--- config.mk ---
export PLATFORM = sky130hd
export DESIGN_NAME = hdlc_frame_receiver
export DESIGN_NICKNAME = d
export VERILOG_FILES = /design/src/rtl/core/hfr_pkg.sv /design/src/rtl/core/hfr_cfg_regs.sv /design/src/rtl/core/hfr_status_eval.sv /design/src/rtl/core/hfr_tracker.sv /design/src/rtl/core/hdlc_frame_receiver.sv
export SDC_FILE = /design/constraint.sdc
export NUM_CORES = 1
export LEC_CHECK = 0
export BUFFER_PORTS_ARGS = -buffer_cell sky130_fd_sc_hd__buf_2
export CAP_MARGIN = 5
export CORE_ASPECT_RATIO = 1.4
export CORE_UTILIZATION = 55
export CTS_CLUSTER_SIZE = 25
export DETAILED_ROUTE_END_ITERATION = 7
export MAX_ROUTING_LAYER = met4
export PLACE_DENSITY = 0.73
export SLEW_MARGIN = 20
export SYNTH_ARGS = -nofsm -noshare
export SYNTH_HDL_FRONTEND = slang
export SYNTH_HIERARCHICAL = 1
export SYNTH_SLANG_ARGS = --single-unit
export TNS_END_PERCENT = 30
--- constraint.sdc ---
create_clock -name clk -period 7.3 [get_ports clk]
set_input_delay 1.825 -clock clk [delete_from_list [all_inputs] [get_ports clk]]
set_output_delay 1.825 -clock clk [all_outputs]
set_load 0.01 [all_outputs]
--- src/rtl/core/hfr_pkg.sv ---
// hfr_pkg: shared types, constants and the crc-16/x-25 byte step for the hdlc frame receiver
// no dependencies; imported by every module under rtl/core
package hfr_pkg;

  localparam int FRAME_BYTES_DEF = 512;

  localparam int CFG_IDX_W  = 2;
  localparam int CFG_DATA_W = 10;

  localparam logic [CFG_IDX_W-1:0] CFG_IDX_MIN_FRAME = 2'd0;
  localparam logic [CFG_IDX_W-1:0] CFG_IDX_FORMAT    = 2'd1;

  localparam logic [9:0] MIN_FRAME_RST = 10'd18;
  localparam logic [3:0] FORMAT_RST    = 4'd10;

  localparam logic [7:0]  FLAG_BYTE  = 8'h7E;
  localparam logic [7:0]  ESC_BYTE   = 8'h7D;
  localparam logic [7:0]  ESC_XOR    = 8'h20;
  localparam logic [15:0] CRC_POLY   = 16'h8408;
  localparam logic [15:0] CRC_INIT   = 16'hFFFF;
  localparam logic [15:0] CRC_XOROUT = 16'hFFFF;
  localparam logic [3:0]  HDR_BASE   = 4'd3;

  localparam logic [2:0] ST_OK         = 3'd0;
  localparam logic [2:0] ST_EMPTY      = 3'd1;
  localparam logic [2:0] ST_SHORT      = 3'd2;
  localparam logic [2:0] ST_BAD_FORMAT = 3'd3;
  localparam logic [2:0] ST_BAD_DEST   = 3'd4;
  localparam logic [2:0] ST_BAD_SRC    = 3'd5;
  localparam logic [2:0] ST_HDR_FCS    = 3'd6;
  localparam logic [2:0] ST_FRAME_FCS  = 3'd7;

  typedef struct packed {
    logic [9:0] min_frame_bytes;
    logic [3:0] format_nibble;
  } cfg_t;

  typedef struct packed {
    logic [15:0] crc;
    logic [15:0] head_bytes;
    logic [23:0] dest_addr;
    logic [1:0]  dest_len;
    logic [23:0] src_addr;
    logic [1:0]  src_len;
    logic [15:0] hdr_crc_snap;
    logic [15:0] hdr_fcs;
    logic [15:0] last_two;
    logic [31:0] delayed_crc;
    logic [2:0]  dest_seen;
    logic [2:0]  src_seen;
    logic [3:0]  hdr_pos;
    logic [1:0]  hdr_got;
    logic        dest_done;
    logic        dest_bad;
    logic        src_done;
    logic        src_bad;
  } frame_t;

  typedef struct packed {
    logic [2:0]  status;
    logic [23:0] dest_address;
    logic [1:0]  dest_length;
    logic [23:0] src_address;
    logic [1:0]  src_length;
    logic [11:0] length_field;
    logic [9:0]  stored_bytes;
  } result_t;

  function automatic frame_t frame_clear();
    frame_t f;
    f              = '0;
    f.crc          = CRC_INIT;
    f.delayed_crc  = {CRC_INIT, CRC_INIT};
    f.hdr_pos      = HDR_BASE;
    return f;
  endfunction

  function automatic logic [15:0] crc_step(input logic [15:0] c_in, input logic [7:0] b);
    logic [15:0] c;
    c = c_in ^ {8'h00, b};
    for (int i = 0; i < 8; i++) begin
      if (c[0]) begin
        c = (c >> 1) ^ CRC_POLY;
      end else begin
        c = c >> 1;
      end
    end
    return c;
  endfunction

endpackage

--- src/rtl/core/hfr_cfg_regs.sv ---
// hfr_cfg_regs: configuration registers (minimum frame length, format nibble)
// depends on hfr_pkg
module hfr_cfg_regs (
  input  logic                          clk,
  input  logic                          rst_n,
  input  logic                          cfg_valid,
  output logic                          cfg_ready,
  input  logic [hfr_pkg::CFG_IDX_W-1:0] cfg_index,
  input  logic [hfr_pkg::CFG_DATA_W-1:0] cfg_wdata,
  output hfr_pkg::cfg_t                 cfg
);
  import hfr_pkg::*;

  cfg_t cfg_r;

  assign cfg_ready = 1'b1;
  assign cfg       = cfg_r;

  always_ff @(posedge clk) begin
    if (!rst_n) begin
      cfg_r.min_frame_bytes <= MIN_FRAME_RST;
      cfg_r.format_nibble   <= FORMAT_RST;
    end else if (cfg_valid && cfg_ready) begin
      if (cfg_index == CFG_IDX_MIN_FRAME) begin
        cfg_r.min_frame_bytes <= cfg_wdata[9:0];
      end else if (cfg_index == CFG_IDX_FORMAT) begin
        cfg_r.format_nibble <= cfg_wdata[3:0];
      end
    end
  end

endmodule

--- src/rtl/core/hfr_status_eval.sv ---
// hfr_status_eval: closing-flag checks, builds the status transaction from frame state
// depends on hfr_pkg
module hfr_status_eval #(
  parameter int FRAME_BYTES = hfr_pkg::FRAME_BYTES_DEF
) (
  input  hfr_pkg::frame_t                      fr,
  input  logic [$clog2(FRAME_BYTES+1)-1:0]     cnt,
  input  hfr_pkg::cfg_t                        cfg,
  output hfr_pkg::result_t                     res
);
  import hfr_pkg::*;

  localparam int CNT_W = $clog2(FRAME_BYTES + 1);
  localparam int CMP_W = (CNT_W > 10) ? CNT_W : 10;

  logic        show_dst;
  logic        show_src;
  logic [15:0] frame_fcs;
  logic [15:0] frame_calc;
  logic        hdr_ok;

  always_comb begin
    frame_fcs  = {fr.last_two[7:0], fr.last_two[15:8]};
    frame_calc = fr.delayed_crc[31:16] ^ CRC_XOROUT;
    hdr_ok     = (fr.hdr_got == 2'd2) && ((fr.hdr_crc_snap ^ CRC_XOROUT) == fr.hdr_fcs);
    show_dst   = 1'b0;
    show_src   = 1'b0;
    priority if (cnt == '0) begin
      res.status = ST_EMPTY;
    end else if (CMP_W'(cnt) <= CMP_W'(cfg.min_frame_bytes)) begin
      res.status = ST_SHORT;
    end else if (fr.head_bytes[7:4] != cfg.format_nibble) begin
      res.status = ST_BAD_FORMAT;
    end else if (fr.dest_bad) begin
      res.status = ST_BAD_DEST;
    end else if (fr.src_bad) begin
      res.status = ST_BAD_SRC;
      show_dst   = 1'b1;
    end else begin
      show_dst = 1'b1;
      show_src = 1'b1;
      priority if (!hdr_ok) begin
        res.status = ST_HDR_FCS;
      end else if ((cnt < CNT_W'(2)) || (frame_fcs != frame_calc)) begin
        res.status = ST_FRAME_FCS;
      end else begin
        res.status = ST_OK;
      end
    end
    res.dest_address = (show_dst && fr.dest_done) ? fr.dest_addr : 24'h0;
    res.dest_length  = (show_dst && fr.dest_done) ? fr.dest_len : 2'd0;
    res.src_address  = (show_src && fr.src_done) ? fr.src_addr : 24'h0;
    res.src_length   = (show_src && fr.src_done) ? fr.src_len : 2'd0;
    res.length_field = {fr.head_bytes[3:0], fr.head_bytes[15:8]};
    res.stored_bytes = 10'(cnt);
  end

endmodule

--- src/rtl/core/hfr_tracker.sv ---
// hfr_tracker: receive mode, unescaping, running crc, header and address tracking
// depends on hfr_pkg and hfr_status_eval
module hfr_tracker #(
  parameter int FRAME_BYTES = hfr_pkg::FRAME_BYTES_DEF
) (
  input  logic             clk,
  input  logic             rst_n,
  input  logic             step,
  input  logic [7:0]       rx_byte,
  input  hfr_pkg::cfg_t    cfg,
  output logic             res_valid,
  output hfr_pkg::result_t res
);
  import hfr_pkg::*;

  localparam int CNT_W = $clog2(FRAME_BYTES + 1);

  localparam logic [1:0] MODE_WAIT = 2'd0;
  localparam logic [1:0] MODE_DATA = 2'd1;
  localparam logic [1:0] MODE_ESC  = 2'd2;

  logic [1:0]       mode_r, mode_nxt;
  logic [CNT_W-1:0] cnt_r, cnt_nxt;
  frame_t           fr_r, fr_nxt;

  frame_t           fs;
  logic [CNT_W-1:0] k;
  logic [7:0]       sb;
  logic             is_close;

  hfr_status_eval #(.FRAME_BYTES(FRAME_BYTES)) u_eval (
    .fr  (fr_r),
    .cnt (cnt_r),
    .cfg (cfg),
    .res (res)
  );

  assign is_close  = (mode_r == MODE_DATA) && (rx_byte == FLAG_BYTE);
  assign res_valid = step && is_close;

  // byte store path
  always_comb begin
    sb = (mode_r == MODE_ESC) ? (rx_byte ^ ESC_XOR) : rx_byte;
    if (cnt_r >= CNT_W'(FRAME_BYTES)) begin
      fs = frame_clear();
      k  = '0;
    end else begin
      fs = fr_r;
      k  = cnt_r;
    end

    if (k == CNT_W'(0)) begin
      fs.head_bytes[7:0] = fs.head_bytes[7:0] | sb;
    end else if (k == CNT_W'(1)) begin
      fs.head_bytes[15:8] = fs.head_bytes[15:8] | sb;
    end

    if ((k >= CNT_W'(2)) && !fs.dest_done) begin
      if (fs.dest_seen < 3'd4) begin
        fs.dest_seen = fs.dest_seen + 3'd1;
      end
      unique case (fs.dest_seen)
        3'd1:    fs.dest_addr[7:0]   = fs.dest_addr[7:0] | sb;
        3'd2:    fs.dest_addr[15:8]  = fs.dest_addr[15:8] | sb;
        3'd3:    fs.dest_addr[23:16] = fs.dest_addr[23:16] | sb;
        default: fs.dest_addr        = fs.dest_addr;
      endcase
      if (sb[0]) begin
        fs.dest_done = 1'b1;
        if (fs.dest_seen > 3'd3) begin
          fs.dest_bad = 1'b1;
        end else begin
          fs.dest_len = fs.dest_seen[1:0];
          fs.hdr_pos  = HDR_BASE + {1'b0, fs.dest_seen};
          fs.hdr_got  = 2'd0;
        end
      end
    end else if ((k >= CNT_W'(2)) && fs.dest_done && !fs.dest_bad && !fs.src_done) begin
      if (fs.src_seen < 3'd4) begin
        fs.src_seen = fs.src_seen + 3'd1;
      end
      unique case (fs.src_seen)
        3'd1:    fs.src_addr[7:0]   = fs.src_addr[7:0] | sb;
        3'd2:    fs.src_addr[15:8]  = fs.src_addr[15:8] | sb;
        3'd3:    fs.src_addr[23:16] = fs.src_addr[23:16] | sb;
        default: fs.src_addr        = fs.src_addr;
      endcase
      if (sb[0]) begin
        fs.src_done = 1'b1;
        if (fs.src_seen > 3'd3) begin
          fs.src_bad = 1'b1;
        end else begin
          fs.src_len = fs.src_seen[1:0];
          fs.hdr_pos = HDR_BASE + {2'b00, fs.dest_len} + {1'b0, fs.src_seen};
          fs.hdr_got = 2'd0;
        end
      end
    end

    if (k == CNT_W'(fs.hdr_pos)) begin
      fs.hdr_crc_snap = fs.crc;
      fs.hdr_fcs      = {8'h00, sb};
      fs.hdr_got      = 2'd1;
    end else if ((k == CNT_W'(fs.hdr_pos) + CNT_W'(1)) && (fs.hdr_got == 2'd1)) begin
      fs.hdr_fcs[15:8] = sb;
      fs.hdr_got       = 2'd2;
    end

    fs.delayed_crc = {fs.delayed_crc[15:0], fs.crc};
    fs.crc         = crc_step(fs.crc, sb);
    fs.last_two    = {fs.last_two[7:0], sb};
  end

  always_comb begin
    mode_nxt = mode_r;
    cnt_nxt  = cnt_r;
    fr_nxt   = fr_r;
    if (step) begin
      unique case (mode_r)
        MODE_DATA: begin
          if (is_close) begin
            mode_nxt = ((res.status >= ST_HDR_FCS) || (res.status == ST_OK)) ? MODE_WAIT
                                                                             : MODE_DATA;
            fr_nxt   = frame_clear();
            cnt_nxt  = '0;
          end else if (rx_byte == ESC_BYTE) begin
            mode_nxt = MODE_ESC;
          end else begin
            fr_nxt  = fs;
            cnt_nxt = k + CNT_W'(1);
          end
        end
        MODE_ESC: begin
          fr_nxt   = fs;
          cnt_nxt  = k + CNT_W'(1);
          mode_nxt = MODE_DATA;
        end
        default: begin
          mode_nxt = MODE_WAIT;
          if (rx_byte == FLAG_BYTE) begin
            mode_nxt = MODE_DATA;
            fr_nxt   = frame_clear();
            cnt_nxt  = '0;
          end
        end
      endcase
    end
  end

  always_ff @(posedge clk) begin
    if (!rst_n) begin
      mode_r <= MODE_WAIT;
      cnt_r  <= '0;
      fr_r   <= frame_clear();
    end else begin
      mode_r <= mode_nxt;
      cnt_r  <= cnt_nxt;
      fr_r   <= fr_nxt;
    end
  end

endmodule

--- src/rtl/core/hdlc_frame_receiver.sv ---
// hdlc_frame_receiver: top level, input register, frame tracker and result register
// depends on hfr_pkg, hfr_cfg_regs, hfr_tracker (which uses hfr_status_eval)
//
//   channel   handshake               payload
//   in_       in_valid / in_stall     in_rx_byte
//   out_      out_valid / out_stall   status, addresses, lengths, length field, stored bytes
//   cfg_      cfg_valid / cfg_ready   cfg_index, cfg_wdata
//
// one received byte per cycle while in_stall is low; a closing flag's result goes from the input
// register into the result register, which shows it as valid on out_
// rst_n is synchronous: mode returns to waiting for a flag, the valid, config and tracker registers
// to their defaults (byte_r and res_r are not reset); out_stall holds the result register; the byte in
// the input register moves on every cycle except a flag while the result register is held, and in_stall rises meanwhile
module hdlc_frame_receiver #(
  parameter int FRAME_BYTES = hfr_pkg::FRAME_BYTES_DEF
) (
  input  logic                           clk,
  input  logic                           rst_n,
  input  logic                           in_valid,
  output logic                           in_stall,
  input  logic [7:0]                     in_rx_byte,
  output logic                           out_valid,
  input  logic                           out_stall,
  output logic [2:0]                     out_status,
  output logic [23:0]                    out_dest_address,
  output logic [1:0]                     out_dest_length,
  output logic [23:0]                    out_src_address,
  output logic [1:0]                     out_src_length,
  output logic [11:0]                    out_length_field,
  output logic [9:0]                     out_stored_bytes,
  input  logic                           cfg_valid,
  output logic                           cfg_ready,
  input  logic [hfr_pkg::CFG_IDX_W-1:0]  cfg_index,
  input  logic [hfr_pkg::CFG_DATA_W-1:0] cfg_wdata
);
  import hfr_pkg::*;

  cfg_t       cfg;
  logic       in_vld_r;
  logic [7:0] byte_r;
  logic       out_vld_r;
  result_t    res_r;
  result_t    res;
  logic       res_valid;
  logic       fire;
  logic       out_free;

  hfr_cfg_regs u_cfg (
    .clk       (clk),
    .rst_n     (rst_n),
    .cfg_valid (cfg_valid),
    .cfg_ready (cfg_ready),
    .cfg_index (cfg_index),
    .cfg_wdata (cfg_wdata),
    .cfg       (cfg)
  );

  hfr_tracker #(.FRAME_BYTES(FRAME_BYTES)) u_trk (
    .clk       (clk),
    .rst_n     (rst_n),
    .step      (fire),
    .rx_byte   (byte_r),
    .cfg       (cfg),
    .res_valid (res_valid),
    .res       (res)
  );

  assign out_free = !out_vld_r || !out_stall;
  // only a flag byte waits for room in the result register; only a closing flag uses it
  assign fire     = in_vld_r && (out_free || (byte_r != FLAG_BYTE));
  assign in_stall = in_vld_r && !fire;

  always_ff @(posedge clk) begin
    if (!rst_n) begin
      in_vld_r <= 1'b0;
    end else if (in_valid && !in_stall) begin
      in_vld_r <= 1'b1;
    end else if (fire) begin
      in_vld_r <= 1'b0;
    end
  end

  always_ff @(posedge clk) begin
    if (in_valid && !in_stall) begin
      byte_r <= in_rx_byte;
    end
  end

  always_ff @(posedge clk) begin
    if (!rst_n) begin
      out_vld_r <= 1'b0;
    end else if (res_valid) begin
      out_vld_r <= 1'b1;
    end else if (!out_stall) begin
      out_vld_r <= 1'b0;
    end
  end

  always_ff @(posedge clk) begin
    if (res_valid) begin
      res_r <= res;
    end
  end

  assign out_valid        = out_vld_r;
  assign out_status       = res_r.status;
  assign out_dest_address = res_r.dest_address;
  assign out_dest_length  = res_r.dest_length;
  assign out_src_address  = res_r.src_address;
  assign out_src_length   = res_r.src_length;
  assign out_length_field = res_r.length_field;
  assign out_stored_bytes = res_r.stored_bytes;

endmodule
Word level (Yosys, flattened, before mapping)
Index checks and enable logic that the tools add are counted.
Widths: inputs -> output; s select.

storage, ports and cells
  register bits = 293
  input port bits = 25
  output and inout port bits = 80
  word-level logic and storage cells = 211

cells by class
  add/subtract/negate cells = 7
  magnitude comparators = 9
  equal/unequal tests = 23
  multiplexer cells = 85
  bitwise logic cells = 21
  reduce and logical (&&, ||, !) cells = 34

operator list
  kind                   number
  $mux 180               4
  $pmux 180 s2           1
  $mux 16                9
  $mux 8                 13
  $mux 26                3
  $or 8x8->8             8
  $mux 3                 14
  $mux 10                4
  $not 16->16            2
  $mux 6                 5
  $mux 2                 12
  $not 2->3              8
  $logic_not 10->1       2
  $pmux 10 s2            1
  $mux 1                 17
  $eq 16x16->1           1
  $eq 8x7->1 const B     2
  $ne 16x16->1           1
  $xor 16x8->16          1
  $logic_and 1x1->1      13
  $eq 3x2->1 const B     4
  $add 10x1->10 const B  1
  $eq 10x1->1 const B    1
  $eq 10x10->1           1
  other kinds (31)       51

Longest topological paths before layout
Gate-level depths: netlist of the first run.

  word-level depth = 22
  gate-level depth with buffers = 23

Modules after synthesis
The synthesis of the first run kept the hierarchy.

by module, submodules not included
  module               instances  cells each  area an instance (µm²)
  hfr_tracker          1          1,074       8,876.0
  hdlc_frame_receiver  1          101         2,700.1
  hfr_status_eval      1          194         1,358.8
  hfr_cfg_regs         1          60          581.8

Worst setup path before layout of the first run
No wires, ideal clock.

  path type = register -> register
  from = register u_trk.cnt_r[9]
  to = register u_trk/fr_r[72] (netlist name)
  arrival = 5.336 ns
  data required time = 7.173 ns
  setup slack = 1.837 ns
  cell stages (with the launch flop) = 23
  path buffers = 5
  path through = dfxtp_1 -> buf_2 -> buf_1 -> clkbuf_1 -> clkbuf_1 -> buf_1 -> nor2b_1 -> ha_1 -> mux2i_1 -> ha_1 -> inv_1 -> ha_1 -> or4_1 -> a21oi_1 -> o21ai_2 -> ha_1 -> xor2_1 -> nor2_1 -> nand3_1 -> nor4_1 -> o21ai_1 -> a211oi_4 -> o21ai_1

between the ends
  word-level cells in the longest chain between the ends = 19
  elaborated cells between the ends (all ways) = 41
  classes of those cells = add/sub: 6; order compare: 6; eq/ne: 3; mux: 18; reduce/logical: 8

ends and longest elaborated chain
  element                                    line                                  text
  start, declared                            hfr_tracker.sv:23                     logic [CNT_W-1:0] cnt_r, cnt_nxt;
  start signal, assigned                     hfr_tracker.sv:157                    cnt_r <= cnt_nxt;
  $ge 10x10->1                               hfr_tracker.sv:44                     if (cnt_r >= CNT_W'(FRAME_BYTES)) begin
  $mux 180                                   hfr_tracker.sv:44
  $add 3x1->3 or $lt 3x3->1 (tied branches)  hfr_tracker.sv:80, hfr_tracker.sv:79
  $mux 3                                     hfr_tracker.sv:79                     if (fs.src_seen < 3'd4) begin
  $mux 3                                     hfr_tracker.sv:78                     end else if ((k >= CNT_W'(2)) && fs.dest_done && !fs.dest_bad && !fs.src_done) begin
  $mux 3                                     hfr_tracker.sv:58                     if ((k >= CNT_W'(2)) && !fs.dest_done) begin
  $add 4x3->4 or $gt 3x2->1 (tied branches)  hfr_tracker.sv:94, hfr_tracker.sv:90
  $mux 6                                     hfr_tracker.sv:90                     if (fs.src_seen > 3'd3) begin
  [3 not listed]                             n/a
  $add 4x1->5                                hfr_tracker.sv:104                    end else if ((k == CNT_W'(fs.hdr_pos) + CNT_W'(1)) && (fs.hdr_got == 2'd1)) begin
  $eq 10x10->1                               hfr_tracker.sv:104
  $logic_and 1x1->1                          hfr_tracker.sv:104
  $mux 8                                     hfr_tracker.sv:104
  $mux 8 (*)                                 hfr_tracker.sv:100                    if (k == CNT_W'(fs.hdr_pos)) begin
  $mux 180                                   hfr_tracker.sv:126                    end else if (rx_byte == ESC_BYTE) begin
  $mux 180                                   hfr_tracker.sv:121                    if (is_close) begin
  $pmux 180 s2 (*)                           hfr_tracker.sv:119                    unique case (mode_r)
  end signal, assigned                       hfr_tracker.sv:154                    fr_r <= frame_clear();
  end signal, assigned                       hfr_tracker.sv:158                    fr_r <= fr_nxt;
  end, declared                              hfr_tracker.sv:24                     frame_t fr_r, fr_nxt;

Every way passes the cells marked *; elsewhere a longest branch is shown, timed or not. The select of a mux whose other input is x is not followed.
A chain may end at the register's enable or synchronous reset.

Worst setup path in the final report of the first run
  from = register u_trk.cnt_r[9]
  to = register u_trk/fr_r[83] (netlist name)

between the ends
  word-level cells in the longest chain between the ends = 16
  elaborated cells between the ends (all ways) = 36
  classes of those cells = add/sub: 5; order compare: 6; eq/ne: 1; mux: 17; reduce/logical: 7

ends and longest elaborated chain
  element                                    line                                  text
  $ge 10x10->1                               hfr_tracker.sv:44
  $mux 180                                   hfr_tracker.sv:44
  $add 3x1->3 or $lt 3x3->1 (tied branches)  hfr_tracker.sv:80, hfr_tracker.sv:79
  $mux 3                                     hfr_tracker.sv:79
  $mux 3                                     hfr_tracker.sv:78
  $mux 3                                     hfr_tracker.sv:58
  $add 4x3->4 or $gt 3x2->1 (tied branches)  hfr_tracker.sv:94, hfr_tracker.sv:90
  $mux 6                                     hfr_tracker.sv:90
  $mux 6                                     hfr_tracker.sv:88                     if (sb[0]) begin
  $mux 9                                     hfr_tracker.sv:78
  $mux 6                                     hfr_tracker.sv:58
  $eq 10x4->1                                hfr_tracker.sv:100
  $mux 16 (*)                                hfr_tracker.sv:100
  $mux 180                                   hfr_tracker.sv:126
  $mux 180                                   hfr_tracker.sv:121
  $pmux 180 s2 (*)                           hfr_tracker.sv:119

Marks and branches as above.

==> results of run 1 <==
[registers in the layout, summed over array words and instances (netlist names)]
| register | flops |
|---|---|
| out_dest_length | 2 |
| out_src_length | 2 |
| out_status | 3 |
| out_length_field | 12 |
| out_valid | 1 |
| out_dest_address | 24 |
| u_cfg/cfg | 14 |
| in_vld_r | 1 |
| byte_r | 8 |
| u_trk/cnt_r | 10 |
| u_trk/mode_r | 2 |
| u_trk/fr_r | 180 |
| out_src_address | 24 |
| out_stored_bytes | 10 |
[worst min-delay path by stage]
stage	startpoint	end	cells past startpoint
after floorplan	u_trk/fr_r[98]$_SDFFE_PN0P_	u_trk/fr_r[98]$_SDFFE_PN0P_	2
after global placement	u_trk/fr_r[150]$_SDFFE_PN0P_	out_length_field[10]$_DFFE_PP_	0
after detailed placement	u_trk/fr_r[149]$_SDFFE_PN0P_	out_length_field[9]$_DFFE_PP_	0
after CTS	u_trk/fr_r[149]$_SDFFE_PN0P_	out_length_field[9]$_DFFE_PP_	0
after global routing	u_trk/fr_r[158]$_SDFFE_PN0P_	out_length_field[2]$_DFFE_PP_	0
final	u_trk/fr_r[149]$_SDFFE_PN0P_	out_length_field[9]$_DFFE_PP_	0
[cells by family after synthesis]
| kind of cell | share of synthesized area [%] |
|---|---|
| adders and majority gates | 2.65 |
| xor gates and xnor gates | 4.21 |
| muxes | 1.05 |
| DFF | 49.7 |
| buffers and inverters | 5.54 |
| and+or+nand+nor | 20.4 |
| other | 0.0277 |
| AOI/OAI and AO/OA | 16.4 |
[cell usage after synthesis (16+ instances only)]
| cell | count |
|---|---|
| sky130_fd_sc_hd__dfxtp_1 | 208 |
| sky130_fd_sc_hd__nor2_1 | 206 |
| sky130_fd_sc_hd__nand2_1 | 108 |
| sky130_fd_sc_hd__edfxtp_1 | 85 |
| sky130_fd_sc_hd__and2_1 | 76 |
| sky130_fd_sc_hd__a22oi_1 | 73 |
| sky130_fd_sc_hd__clkbuf_1 | 72 |
| sky130_fd_sc_hd__o21ai_0 | 54 |
| sky130_fd_sc_hd__inv_1 | 43 |
| sky130_fd_sc_hd__a21oi_1 | 41 |
| sky130_fd_sc_hd__xor2_1 | 40 |
| sky130_fd_sc_hd__nand3_1 | 35 |
| sky130_fd_sc_hd__ha_1 | 27 |
| sky130_fd_sc_hd__buf_4 | 25 |
| sky130_fd_sc_hd__xnor2_1 | 25 |
| sky130_fd_sc_hd__a32oi_1 | 20 |
| sky130_fd_sc_hd__nand4_1 | 20 |
| sky130_fd_sc_hd__o22ai_1 | 18 |
| sky130_fd_sc_hd__nor3_1 | 17 |
| sky130_fd_sc_hd__nor4_1 | 16 |
| sky130_fd_sc_hd__o2bb2ai_1 | 16 |
[worst reg2reg max path, stage by stage (launching register included)]
cell and delay, ns:
sky130_fd_sc_hd__dfxtp_2 0.58, sky130_fd_sc_hd__nand2b_1 0.24, sky130_fd_sc_hd__inv_1 0.10, sky130_fd_sc_hd__ha_1 0.31
sky130_fd_sc_hd__nand2_1 0.06, sky130_fd_sc_hd__nand2_1 0.15, sky130_fd_sc_hd__ha_1 0.22, sky130_fd_sc_hd__nor2b_1 0.09
sky130_fd_sc_hd__a211oi_1 0.77, sky130_fd_sc_hd__a21oi_1 0.20, sky130_fd_sc_hd__nor4_2 0.53, sky130_fd_sc_hd__o32a_1 0.37
sky130_fd_sc_hd__nand4_1 0.88, sky130_fd_sc_hd__o2bb2ai_1 0.51, sky130_fd_sc_hd__and2_1 0.17
[metal layers]
layer	up-vias	part of all wire, %	global-route usage, %
met5	-	0	-
met4	0	5.3	14.4
met3	102	5.1	3.05
met2	371	51	47.4
met1	5100	39	30.6
li1	5124	-	-
[cell type report]
class | instances | area [um^2] | share of cell area, %
timing repair buffer | 122 | 658 | 4.40
clock buffer | 33 | 738 | 4.93
tap | 310 | 388 | 2.59
clock inverter | 16 | 211 | 1.41
sequential | 293 | 6720 | 44.9
multi-input combinational | 973 | 6080 | 40.6
inverter | 45 | 170 | 1.14
[metrics by stage]
stage                     hold WS [ns]  worst slack [ns]  utilization (%)
final                            0.435              2.05             62.2
after global routing             0.442              1.69             62.2
after CTS                        0.437              2.15             62.2
after detailed placement         0.422              2.18             58.3
after global placement           0.417              2.36             58.3
after floorplan                  0.427              1.84                -
[power groups by stage]
stage | logic [W] | clock network [W] | registers (W)
finish | 0.000158 | 0.00150 | 0.00168
global route | 0.000169 | 0.00158 | 0.00168
CTS | 0.000157 | 0.00152 | 0.00168
floorplan | 0.000102 | 0 | 0.00172
global placement | 0.000154 | 0 | 0.00172
detailed placement | 0.000156 | 0 | 0.00172
==> run summary, run 1 <==
STA
----------------------------------------------------------------------------------------------------
Post-route clock period utilization ...................................................        72.0%
Timing-limited maximum frequency ......................................................      190 MHz
Pin slew with the least headroom to its limit .........................................      1.09 ns
Min cycle time layout .................................................................      5.25 ns
Setup Total Neg Slack .................................................................         0 ns
Worst slew slack as a fraction of its limit ...........................................        27.1%
Clk_skew ..............................................................................   0.00836 ns
RSZ-0062 raised after global routing ..................................................           no
Final Hold Viols ......................................................................            0
Final slew viol count .................................................................            0
Final setup violation count ...........................................................            0

PLACEMENT
----------------------------------------------------------------------------------------------------
Number of placed instances, taps included .............................................         1743
Final weighted congestion in routability-driven placement .............................        0.907
HPWL after detailed placement .........................................................     21700 um
Placed inst area ......................................................................  0.0140 mm^2
Port Buffers ..........................................................................          103

LAYOUT
----------------------------------------------------------------------------------------------------
Final nets ............................................................................         1515
Layout area overhead ..................................................................        10.7%
Number of diodes added for antenna fixing .............................................            0
Design Area, Final ....................................................................  0.0150 mm^2
Share of final-layout standard cells stronger than drive strength 1 ...................        14.2%
Number of inserted filler cells in the final layout ...................................         2000
Top library cells by usage in the layout, fill and taps aside ......................... sky130_fd_sc_hd__dfxtp_1 (207), sky130_fd_sc_hd__nor2_1 (205), sky130_fd_sc_hd__nand2_1 (107)
Most common cell after layout, fill and taps aside .................................... sky130_fd_sc_hd__dfxtp_1
Final cell count without fillers ......................................................         1792

CRITICAL PATH
----------------------------------------------------------------------------------------------------
Buffer and inverter count on the worst path ...........................................            1
Highest fanout seen on the critical path ..............................................           25
Worst reg2reg endpoint ................................................................ u_trk/fr_r[83]$_SDFFE_PN0P_
Worst Path Arrival ....................................................................      5.73 ns
Worst reg2reg startpoint .............................................................. u_trk/cnt_r[9]$_SDFFE_PN0P_
Kind of launch point of the worst setup path ..........................................     register
Reg2Reg Depth .........................................................................           14
Number of gates on the worst path with buffers counted ................................           14
Cell chain of the critical path ....................................................... nand2b_1 > inv_1 > ha_1 > nand2_1 > nand2_1 > ha_1 > nor2b_1 > a211oi_1 > a21oi_1 > nor4_2 > o32a_1 > nand4_1 > o2bb2ai_1 > and2_1
CP peak stage delay ...................................................................      0.88 ns
Endpoint of the most critical setup path .............................................. u_trk/fr_r[83]$_SDFFE_PN0P_
Category of the critical setup timing path ............................................ register to register
FF-to-FF setup slack ..................................................................      2.05 ns
Start point of the critical path ...................................................... u_trk/cnt_r[9]$_SDFFE_PN0P_
Cell with the largest stage delay on the worst path ................................... sky130_fd_sc_hd__nand4_1
Top delay family on crit path ......................................................... simple AND/OR/NAND/NOR gates
Required arrival time at the worst endpoint ...........................................      7.77 ns
Capturing element type of the critical path ...........................................     register

LOGIC SYNTHESIS
----------------------------------------------------------------------------------------------------
Mean instance size in the synthesized netlist .........................................    9.46 um^2
Post-synth net total ..................................................................         1482
Combined area of all synthesized cells ................................................  0.0135 mm^2
Leading post-synthesis cells by cell area ............................................. sky130_fd_sc_hd__dfxtp_1 (31%), sky130_fd_sc_hd__edfxtp_1 (19%), sky130_fd_sc_hd__nor2_1 (5.7%)
Part of the Yosys area used for sequential elements ...................................        49.7%
Post-Synthesis Cells ..................................................................         1429
Top-area cell type share of the netlist area ..........................................        30.8%
Number of flops mapped to enable cells by yosys .......................................           85
Async set-reset flop share out of synthesis ...........................................           0%
Flop and latch count out of synthesis .................................................          293
Post-synth cell types .................................................................           94
Synth warnings ........................................................................            6
Library cell occupying the most area in the post-synthesis netlist .................... sky130_fd_sc_hd__dfxtp_1
Main synth FF type .................................................................... sky130_fd_sc_hd__dfxtp_1

GRT
----------------------------------------------------------------------------------------------------
Aggregate global-route resource usage .................................................        27.3%
Remaining global-route overflow .......................................................            0
Number of antenna violations at the first check in global routing .....................            0
Wire length of the first global-routing pass ..........................................     53000 um
Number of global-route vias before repair .............................................        10300
Largest net degree at the start of global routing .....................................           90

STATUS
----------------------------------------------------------------------------------------------------
Run status ............................................................................ finished, final reports clean

CLOCKING
----------------------------------------------------------------------------------------------------
Total number of H-tree levels .........................................................            1
Clock sink count ......................................................................          293
Number of CTS-inserted buffers ........................................................           27
Total of cells resized after clock tree synthesis .....................................            0
Clock insertion delay at the later pin of the skew report .............................      0.53 ns
Clock-pin slew reported for the worst setup and hold paths after clock tree synthesis .      0.07 ns
Number of buffers on the longest clock path ...........................................            3
Post-CTS setup buffer count ...........................................................            0
Cell chosen for the clock root ........................................................ sky130_fd_sc_hd__clkbuf_16
Clock tree from TritonCTS .............................................................          yes
Hold-fix buffers, CTS .................................................................            0

FLOORPLANNING
----------------------------------------------------------------------------------------------------
Core region area ......................................................................  0.0241 mm^2
Initial core utilization ..............................................................        56.2%
DIE AREA ..............................................................................  0.0252 mm^2
Overall die height ....................................................................       187 um
Die Span X ............................................................................       134 um
Row Count .............................................................................           67
Number of ports placed on the die boundary ............................................          105

ROUTE
----------------------------------------------------------------------------------------------------
Drt initial violations ................................................................          768
Wire per inst .........................................................................      18.7 um
Post-DRT Antenna Nets .................................................................            0
Count of vias placed by the detailed router ...........................................        10700
Total wirelength of the detailed-routed design ........................................     33500 um
Residual DRC count ....................................................................            0
Detail-routed via count per cell ......................................................         5.97
DRT Pass-1 Iters ......................................................................            5

JOB
----------------------------------------------------------------------------------------------------
Number of violations of the max-capacitance limit .....................................            0

POWER
----------------------------------------------------------------------------------------------------
Gate power share ......................................................................         4.7%
Switching pwr .........................................................................   0.000720 W
Total internal power ..................................................................    0.00262 W
Share of total power in sequential cells ..............................................        50.4%
Clk pwr share .........................................................................        44.9%
Maximum VDD drop ......................................................................     0.172 mV
Static Leakage ........................................................................      5.64 nW
Share of total power consumed by net switching ........................................        21.6%
Ratio of total power to cell area .....................................................  223 mW/mm^2
Total Power Consumption ...............................................................    0.00334 W

WORST HOLD PATH
----------------------------------------------------------------------------------------------------
Worst hold-check path type ............................................................ register to register

(Power assumes the default switching activity.)
==> run 2: changes to the inputs <==
--- a/config.mk
+++ b/config.mk
@@ -8,11 +8,11 @@
 export BUFFER_PORTS_ARGS = -buffer_cell sky130_fd_sc_hd__buf_2
 export CAP_MARGIN = 5
 export CORE_ASPECT_RATIO = 1.4
-export CORE_UTILIZATION = 55
+export CORE_UTILIZATION = 54
 export CTS_CLUSTER_SIZE = 25
 export DETAILED_ROUTE_END_ITERATION = 7
 export MAX_ROUTING_LAYER = met4
-export PLACE_DENSITY = 0.73
+export PLACE_DENSITY = 0.75
 export SLEW_MARGIN = 20
 export SYNTH_ARGS = -nofsm -noshare
 export SYNTH_HDL_FRONTEND = slang
==> constraint.sdc (replaced) <==
create_clock -name clk -period 4.8 [get_ports clk]
set_input_delay 1.2 -clock clk [delete_from_list [all_inputs] [get_ports clk]]
set_output_delay 1.2 -clock clk [all_outputs]
set_load 0.01 [all_outputs]
==> run summary, run 2 (same netlist as run 1, synthesis figures left out) <==
STATUS
----------------------------------------------------------------------------------------------------
Run status ............................................................................ finished, final reports clean

JOB
----------------------------------------------------------------------------------------------------
Number of violations of the max-capacitance limit .....................................            0   unchanged

CRITICAL PATH
----------------------------------------------------------------------------------------------------
Cell type with the highest occurrence count on the critical path ...................... sky130_fd_sc_hd__ha_1
Category of the critical setup timing path ............................................ register to register
Worst reg2reg startpoint .............................................................. u_trk/fr_r[10]$_SDFFE_PN0P_
Required arrival time at the worst endpoint ...........................................      5.21 ns   -2.56 ns
Endpoint of the most critical setup path .............................................. u_trk/fr_r[74]$_SDFFE_PN0P_
Cell chain of the critical path ....................................................... nor2b_1 > ha_1 > mux2i_4 > ha_1 > inv_1 > ha_1 > or4_1 > a21oi_1 > o21ai_2 > ha_1 > xor2_1 > nor2_1 > nand3_1 > nor4_1 > o21ai_1 > a211oi_4 > o21ai_1
Capturing element type of the critical path ...........................................     register
Worst Path Arrival ....................................................................      4.69 ns   -1.04 ns
Number of gates on the worst path with buffers counted ................................           17   +3
CP peak stage delay ...................................................................      0.50 ns   -0.38 ns
Worst reg2reg endpoint ................................................................ u_trk/fr_r[74]$_SDFFE_PN0P_
Highest fanout seen on the critical path ..............................................            8   -68%
Kind of launch point of the worst setup path ..........................................     register
FF-to-FF setup slack ..................................................................      0.52 ns   -1.53 ns
Top delay family on crit path ......................................................... compound AO/OA/AOI/OAI gates
Buffer and inverter count on the worst path ...........................................            1   unchanged
Cell with the largest stage delay on the worst path ................................... sky130_fd_sc_hd__or4_1
Start point of the critical path ...................................................... u_trk/fr_r[10]$_SDFFE_PN0P_
Reg2Reg Depth .........................................................................           17   +3

LAYOUT
----------------------------------------------------------------------------------------------------
Register with the most flip-flops .....................................................   u_trk/fr_r
Share of final-layout standard cells stronger than drive strength 1 ...................        15.2%   +0.92 points
Max FFs per register ..................................................................          180   unchanged
Layout area overhead ..................................................................        11.9%
Most common cell after layout, fill and taps aside .................................... sky130_fd_sc_hd__dfxtp_1
Top library cells by usage in the layout, fill and taps aside ......................... sky130_fd_sc_hd__dfxtp_1 (207), sky130_fd_sc_hd__nor2_1 (205), sky130_fd_sc_hd__nand2_1 (107)
Final nets ............................................................................         1531   +1.1%
Fin util ..............................................................................        61.5%   -0.69 points

STA
----------------------------------------------------------------------------------------------------
Worst slew slack as a fraction of its limit ...........................................        29.8%   +2.7 points
Setup Total Neg Slack .................................................................         0 ns   unchanged
Pin slew with the least headroom to its limit .........................................      1.05 ns   -0.0373 ns
Timing-limited maximum frequency ......................................................      233 MHz   +23%
Min cycle time layout .................................................................      4.28 ns   -0.970 ns
Final setup violation count ...........................................................            0   unchanged
Final Hold Viols ......................................................................            0   unchanged
RSZ-0062 raised after global routing ..................................................           no
Final slew viol count .................................................................            0   unchanged
Post-route clock period utilization ...................................................        89.2%   +17 points
Clk_skew ..............................................................................   0.00908 ns   +0.000711 ns

FLOORPLANNING
----------------------------------------------------------------------------------------------------
Die Span X ............................................................................       136 um   +0.91%
Initial core utilization ..............................................................        55.0%   -1.2 points
DIE AREA ..............................................................................  0.0257 mm^2   +1.8%
Core region area ......................................................................  0.0246 mm^2   +2.2%
Number of ports placed on the die boundary ............................................          105   unchanged
Overall die height ....................................................................       189 um   +0.91%
Row Count .............................................................................           68   +1.5%

WORST HOLD PATH
----------------------------------------------------------------------------------------------------
Worst hold-check path type ............................................................ register to register

ROUTE
----------------------------------------------------------------------------------------------------
DRT Pass-1 Iters ......................................................................            5   unchanged
Post-DRT Antenna Nets .................................................................            0   unchanged
Wire per inst .........................................................................      19.5 um   +4.2%
Detail-routed via count per cell ......................................................         5.99   +0.40%
Count of vias placed by the detailed router ...........................................        10900   +1.6%
Residual DRC count ....................................................................            0   unchanged
Drt initial violations ................................................................          867   +13%
Total wirelength of the detailed-routed design ........................................     35300 um   +5.5%

GRT
----------------------------------------------------------------------------------------------------
Number of global-route vias before repair .............................................        10500   +1.8%
Largest net degree at the start of global routing .....................................          116   +29%
Number of antenna violations at the first check in global routing .....................            1   +1
Wire length of the first global-routing pass ..........................................     55300 um   +4.4%
Aggregate global-route resource usage .................................................        28.4%   +1.1 points
Remaining global-route overflow .......................................................            0   unchanged

PLACEMENT
----------------------------------------------------------------------------------------------------
Final weighted congestion in routability-driven placement .............................        0.920   +1.4%
Port Buffers ..........................................................................          103   unchanged
HPWL after detailed placement .........................................................     23800 um   +10%

POWER
----------------------------------------------------------------------------------------------------
Ratio of total power to cell area .....................................................  334 mW/mm^2   +50%
Maximum VDD drop ......................................................................     0.315 mV   +83%
Static Leakage ........................................................................      5.79 nW   +2.6%
Total Power Consumption ...............................................................    0.00504 W   +51%

CLOCKING
----------------------------------------------------------------------------------------------------
Post-CTS setup buffer count ...........................................................            0   unchanged
Number of CTS-inserted buffers ........................................................           27   unchanged
Hold-fix buffers, CTS .................................................................            0   unchanged
Total number of H-tree levels .........................................................            1   unchanged
Number of buffers on the longest clock path ...........................................            3   unchanged
Clock insertion delay at the later pin of the skew report .............................      0.54 ns   about the same
Total of cells resized after clock tree synthesis .....................................            0   unchanged
Clock-pin slew reported for the worst setup and hold paths after clock tree synthesis .      0.07 ns   about the same
Clock sink count ......................................................................          293   unchanged
Cell chosen for the clock root ........................................................ sky130_fd_sc_hd__clkbuf_16
Clock tree from TritonCTS .............................................................          yes

## run 2: where the power goes
part           total, W  switching (W)  internal, W
logic          0.000228       0.000155    0.0000731
clock network   0.00224       0.000950      0.00129
registers       0.00257      0.0000266      0.00255
## run 2: worst min-delay path by stage
| stage | from | depth (start not counted) | endpoint | slack [ns] |
|---|---|---|---|---|
| 6_report | u_trk/fr_r[163]$_SDFFE_PN0P_ | 0 | out_length_field[7]$_DFFE_PP_ | 0.44 |
| 5_1_grt | u_trk/fr_r[162]$_SDFFE_PN0P_ | 0 | out_length_field[6]$_DFFE_PP_ | 0.45 |
| 2_1_floorplan | u_trk/fr_r[98]$_SDFFE_PN0P_ | 2 | u_trk/fr_r[98]$_SDFFE_PN0P_ | 0.43 |
| 4_1_cts | u_trk/fr_r[163]$_SDFFE_PN0P_ | 0 | out_length_field[7]$_DFFE_PP_ | 0.44 |
| 3_3_place_gp | u_trk/fr_r[157]$_SDFFE_PN0P_ | 0 | out_length_field[1]$_DFFE_PP_ | 0.42 |
| 3_5_place_dp | u_trk/fr_r[163]$_SDFFE_PN0P_ | 0 | out_length_field[7]$_DFFE_PP_ | 0.42 |
## run 2: worst register-to-register path, stage by stage, from the launching register on
cell and delay (ns):
sky130_fd_sc_hd__dfxtp_1 0.39, sky130_fd_sc_hd__nor2b_1 0.16, sky130_fd_sc_hd__ha_1 0.26, sky130_fd_sc_hd__mux2i_4 0.25
sky130_fd_sc_hd__ha_1 0.28, sky130_fd_sc_hd__inv_1 0.06, sky130_fd_sc_hd__ha_1 0.21, sky130_fd_sc_hd__or4_1 0.50
sky130_fd_sc_hd__a21oi_1 0.28, sky130_fd_sc_hd__o21ai_2 0.15, sky130_fd_sc_hd__ha_1 0.33, sky130_fd_sc_hd__xor2_1 0.16
sky130_fd_sc_hd__nor2_1 0.10, sky130_fd_sc_hd__nand3_1 0.09, sky130_fd_sc_hd__nor4_1 0.22, sky130_fd_sc_hd__o21ai_1 0.22
sky130_fd_sc_hd__a211oi_4 0.36, sky130_fd_sc_hd__o21ai_1 0.13
## run 2: area by class of cell
class	count	area, um^2
Fill cell	2121	9460
Sequential cell	293	6720
Multi-Input combinational cell	973	6090
Timing Repair Buffer	138	816
Clock buffer	31	711
Tap cell	315	394
Clock inverter	18	220
Inverter	45	170
Antenna cell	1	2.50
## run 2: metal layers
layer,wire [um],GRT usage (%),part of all wire (%),vias up
met5,0,-,0,-
met4,1950,15.9,5.5,0
met3,1860,4.07,5.3,121
met2,18100,49.3,51,365
met1,13400,30.6,38,5240
li1,-,-,-,5146
## run 2: per-stage QoR
stage	hold slack (ns)	setup slack, ns	instances	cell area, um^2
after CTS	0.436	0.517	1813	15100
after global placement	0.417	0.723	1764	14200
after global routing	0.452	0.0987	1814	15100
final	0.435	0.517	1814	15100
after floorplan	0.427	0.0323	1429	13500
after detailed placement	0.421	0.549	1764	14200
==> run 3: changes to the inputs <==
--- a/config.mk
+++ b/config.mk
@@ -13,6 +13,7 @@
 export DETAILED_ROUTE_END_ITERATION = 7
 export MAX_ROUTING_LAYER = met4
 export PLACE_DENSITY = 0.75
+export RECOVER_POWER = 50
 export SLEW_MARGIN = 20
 export SYNTH_ARGS = -nofsm -noshare
 export SYNTH_HDL_FRONTEND = slang
==> run summary, run 3 (same netlist as run 1, synthesis figures left out) <==
STATUS
----------------------------------------------------------------------------------------------------
Run status ............................................................................ finished, violations left
Violated checks ....................................................................... capacitance limit, slew limit

CLOCKING
----------------------------------------------------------------------------------------------------
Clock sink count ......................................................................          293   unchanged
Total of cells resized after clock tree synthesis .....................................            0   unchanged
Total number of H-tree levels .........................................................            1   unchanged
Number of CTS-inserted buffers ........................................................           27   unchanged
Clock tree from TritonCTS .............................................................          yes
Cell chosen for the clock root ........................................................ sky130_fd_sc_hd__clkbuf_16
Clock-pin slew reported for the worst setup and hold paths after clock tree synthesis .      0.07 ns   about the same
Clock insertion delay at the later pin of the skew report .............................      0.54 ns   about the same
Number of buffers on the longest clock path ...........................................            3   unchanged
Hold-fix buffers, CTS .................................................................            0   unchanged
Post-CTS setup buffer count ...........................................................            0   unchanged

STA
----------------------------------------------------------------------------------------------------
Clk_skew ..............................................................................   0.00844 ns   -0.000635 ns
Final setup violation count ...........................................................            0   unchanged
Setup Total Neg Slack .................................................................         0 ns   unchanged
Worst path setup slack after routing ..................................................     0.487 ns   -0.0301 ns
Min cycle time layout .................................................................      4.31 ns   +0.0301 ns
Worst slew slack as a fraction of its limit ...........................................       -81.2%   -110 points
Pin slew with the least headroom to its limit .........................................      2.72 ns   +1.66 ns
Post-route clock period utilization ...................................................        89.9%   +0.63 points
Timing-limited maximum frequency ......................................................      232 MHz   -0.70%
Final slew viol count .................................................................          145   +145
RSZ-0062 raised after global routing ..................................................           no
Final Hold Viols ......................................................................            0   unchanged

LAYOUT
----------------------------------------------------------------------------------------------------
Layout area overhead ..................................................................        10.6%
Register with the most flip-flops .....................................................   u_trk/fr_r
Share of final-layout standard cells stronger than drive strength 1 ...................        9.41%   -5.7 points
Max FFs per register ..................................................................          180   unchanged
Top library cells by usage in the layout, fill and taps aside ......................... sky130_fd_sc_hd__dfxtp_1 (207), sky130_fd_sc_hd__nor2_1 (205), sky130_fd_sc_hd__nand2_1 (107)
Design Area, Final ....................................................................  0.0150 mm^2   -1.1%
Number of inserted filler cells in the final layout ...................................         2175   +2.5%
Final cell count without fillers ......................................................         1814   unchanged
Final nets ............................................................................         1531   unchanged
Most common cell after layout, fill and taps aside .................................... sky130_fd_sc_hd__dfxtp_1

FLOORPLANNING
----------------------------------------------------------------------------------------------------
Overall die height ....................................................................       189 um   unchanged
Row Count .............................................................................           68   unchanged
DIE AREA ..............................................................................  0.0257 mm^2   unchanged
Initial core utilization ..............................................................        55.0%   unchanged
Number of ports placed on the die boundary ............................................          105   unchanged
Core region area ......................................................................  0.0246 mm^2   unchanged
Die Span X ............................................................................       136 um   unchanged

WORST HOLD PATH
----------------------------------------------------------------------------------------------------
Worst hold-check path type ............................................................ register to register

POWER
----------------------------------------------------------------------------------------------------
Static Leakage ........................................................................      5.58 nW   -3.6%
Clk pwr share .........................................................................        44.5%   about the same
Share of total power consumed by net switching ........................................        22.4%   about the same
Ratio of total power to cell area .....................................................  337 mW/mm^2   +1.1%
Gate power share ......................................................................         4.5%   about the same
Switching pwr .........................................................................    0.00113 W   -0.16%
Total internal power ..................................................................    0.00391 W   about the same
Share of total power in sequential cells ..............................................        51.1%   about the same
Maximum VDD drop ......................................................................     0.315 mV   about the same

ROUTE
----------------------------------------------------------------------------------------------------
Total wirelength of the detailed-routed design ........................................     35400 um   +0.14%
Post-DRT Antenna Nets .................................................................            0   unchanged
Wire per inst .........................................................................      19.5 um   +0.14%
Residual DRC count ....................................................................            0   unchanged
Detail-routed via count per cell ......................................................         5.98   -0.21%
Count of vias placed by the detailed router ...........................................        10800   -0.21%
DRT Pass-1 Iters ......................................................................            7   +2
Drt initial violations ................................................................          820   -5.4%

PLACEMENT
----------------------------------------------------------------------------------------------------
Final weighted congestion in routability-driven placement .............................        0.920   unchanged
Worst setup slack before clock tree synthesis .........................................     0.549 ns   unchanged
Placed inst area ......................................................................  0.0142 mm^2   unchanged
Port Buffers ..........................................................................          103   unchanged
Number of placed instances, taps included .............................................         1764   unchanged
HPWL after detailed placement .........................................................     23800 um   unchanged

CRITICAL PATH
----------------------------------------------------------------------------------------------------
Highest fanout seen on the critical path ..............................................           12   +4
Category of the critical setup timing path ............................................ register to register
Required arrival time at the worst endpoint ...........................................      5.20 ns   about the same
Capturing element type of the critical path ...........................................     register
Kind of launch point of the worst setup path ..........................................     register
Worst Path Arrival ....................................................................      4.72 ns   +0.03 ns

GRT
----------------------------------------------------------------------------------------------------
Number of global-route vias before repair .............................................        10500   unchanged
Wire length of the first global-routing pass ..........................................     55300 um   unchanged
Aggregate global-route resource usage .................................................        28.4%   unchanged
Largest net degree at the start of global routing .....................................          116   unchanged
Remaining global-route overflow .......................................................            0   unchanged
Number of antenna violations at the first check in global routing .....................            1   unchanged

JOB
----------------------------------------------------------------------------------------------------
Number of violations of the max-capacitance limit .....................................            2   +2

==> run 3: cell count changes in the layout (fill, tap and decap cells not counted), sizes merged <==
| cell | previous run | this run |
|---|---|---|
| clkinvlp | 3 | 4 |
| clkbuf | 31 | 118 |
| clkinv | 8 | 7 |
| buf | 138 | 51 |
==> run 3: worst paths after layout <==
path	slack, ns	endpoint	from	depth (start not counted)
worst max-delay path	0.49	u_trk/fr_r[74]$_SDFFE_PN0P_	u_trk/cnt_r[9]$_SDFFE_PN0P_	20
worst min-delay path	0.44	out_length_field[7]$_DFFE_PP_	u_trk/fr_r[163]$_SDFFE_PN0P_	0
worst max register to register	0.49	u_trk/fr_r[74]$_SDFFE_PN0P_	u_trk/cnt_r[9]$_SDFFE_PN0P_	20
worst min register to register	0.44	out_length_field[7]$_DFFE_PP_	u_trk/fr_r[163]$_SDFFE_PN0P_	0
==> run 3: power groups by stage <==
stage / Clock [W] / Sequential, W / Combinational, W
finish: 0.00224 / 0.00257 / 0.000225
global route: 0.00236 / 0.00257 / 0.000242
detailed placement: 0 / 0.00263 / 0.000225
global placement: 0 / 0.00263 / 0.000223
floorplan: 0 / 0.00261 / 0.000154
CTS: 0.00227 / 0.00257 / 0.000226
==> run 3: worst max-delay path, cell delays in order, from the launching register on <==
cell                       delay [ns]
sky130_fd_sc_hd__dfxtp_2         0.40
sky130_fd_sc_hd__buf_4           0.22
sky130_fd_sc_hd__nor2b_1         0.07
sky130_fd_sc_hd__ha_1            0.33
sky130_fd_sc_hd__nand2_1         0.07
sky130_fd_sc_hd__nand2_1         0.13
sky130_fd_sc_hd__ha_1            0.27
sky130_fd_sc_hd__nor2b_1         0.23
sky130_fd_sc_hd__a211oi_1        0.11
sky130_fd_sc_hd__buf_4           0.18
sky130_fd_sc_hd__a31oi_4         0.18
sky130_fd_sc_hd__a21oi_1         0.11
sky130_fd_sc_hd__or2_4           0.28
sky130_fd_sc_hd__ha_1            0.29
sky130_fd_sc_hd__xor2_1          0.16
sky130_fd_sc_hd__nor2_1          0.10
sky130_fd_sc_hd__nand3_1         0.09
sky130_fd_sc_hd__nor4_1          0.23
sky130_fd_sc_hd__o21ai_1         0.23
sky130_fd_sc_hd__a211oi_4        0.36
sky130_fd_sc_hd__o21ai_1         0.14
==> run 3: area by class of cell <==
type                            count  area [um^2]  area share (%)
Tap cell                          315          394            2.64
Antenna cell                        1         2.50          0.0167
Timing Repair Buffer              138          668            4.47
Multi-Input combinational cell    973         6070            40.6
Clock buffer                       31          711            4.75
Clock inverter                     18          220            1.47
Inverter                           45          170            1.14
Sequential cell                   293         6720            44.9
==> run 3: routing by layer <==
layer,global-route usage [%],vias up,share of wire (%)
met4,15.9,0,5.6
met5,-,-,0
li1,-,5146,-
met1,30.6,5204,37
met2,49.3,378,51
met3,4.07,121,5.8
==> run 3: per-stage QoR <==
step | util [%] | power, W | hold slack [ns]
after detailed placement | 57.7 | 0.00285 | 0.421
after CTS | 61.5 | 0.00507 | 0.436
after global routing | 60.8 | 0.00518 | 0.452
final | 60.8 | 0.00504 | 0.435
after global placement | 57.7 | 0.00285 | 0.417
after floorplan | - | 0.00277 | 0.427
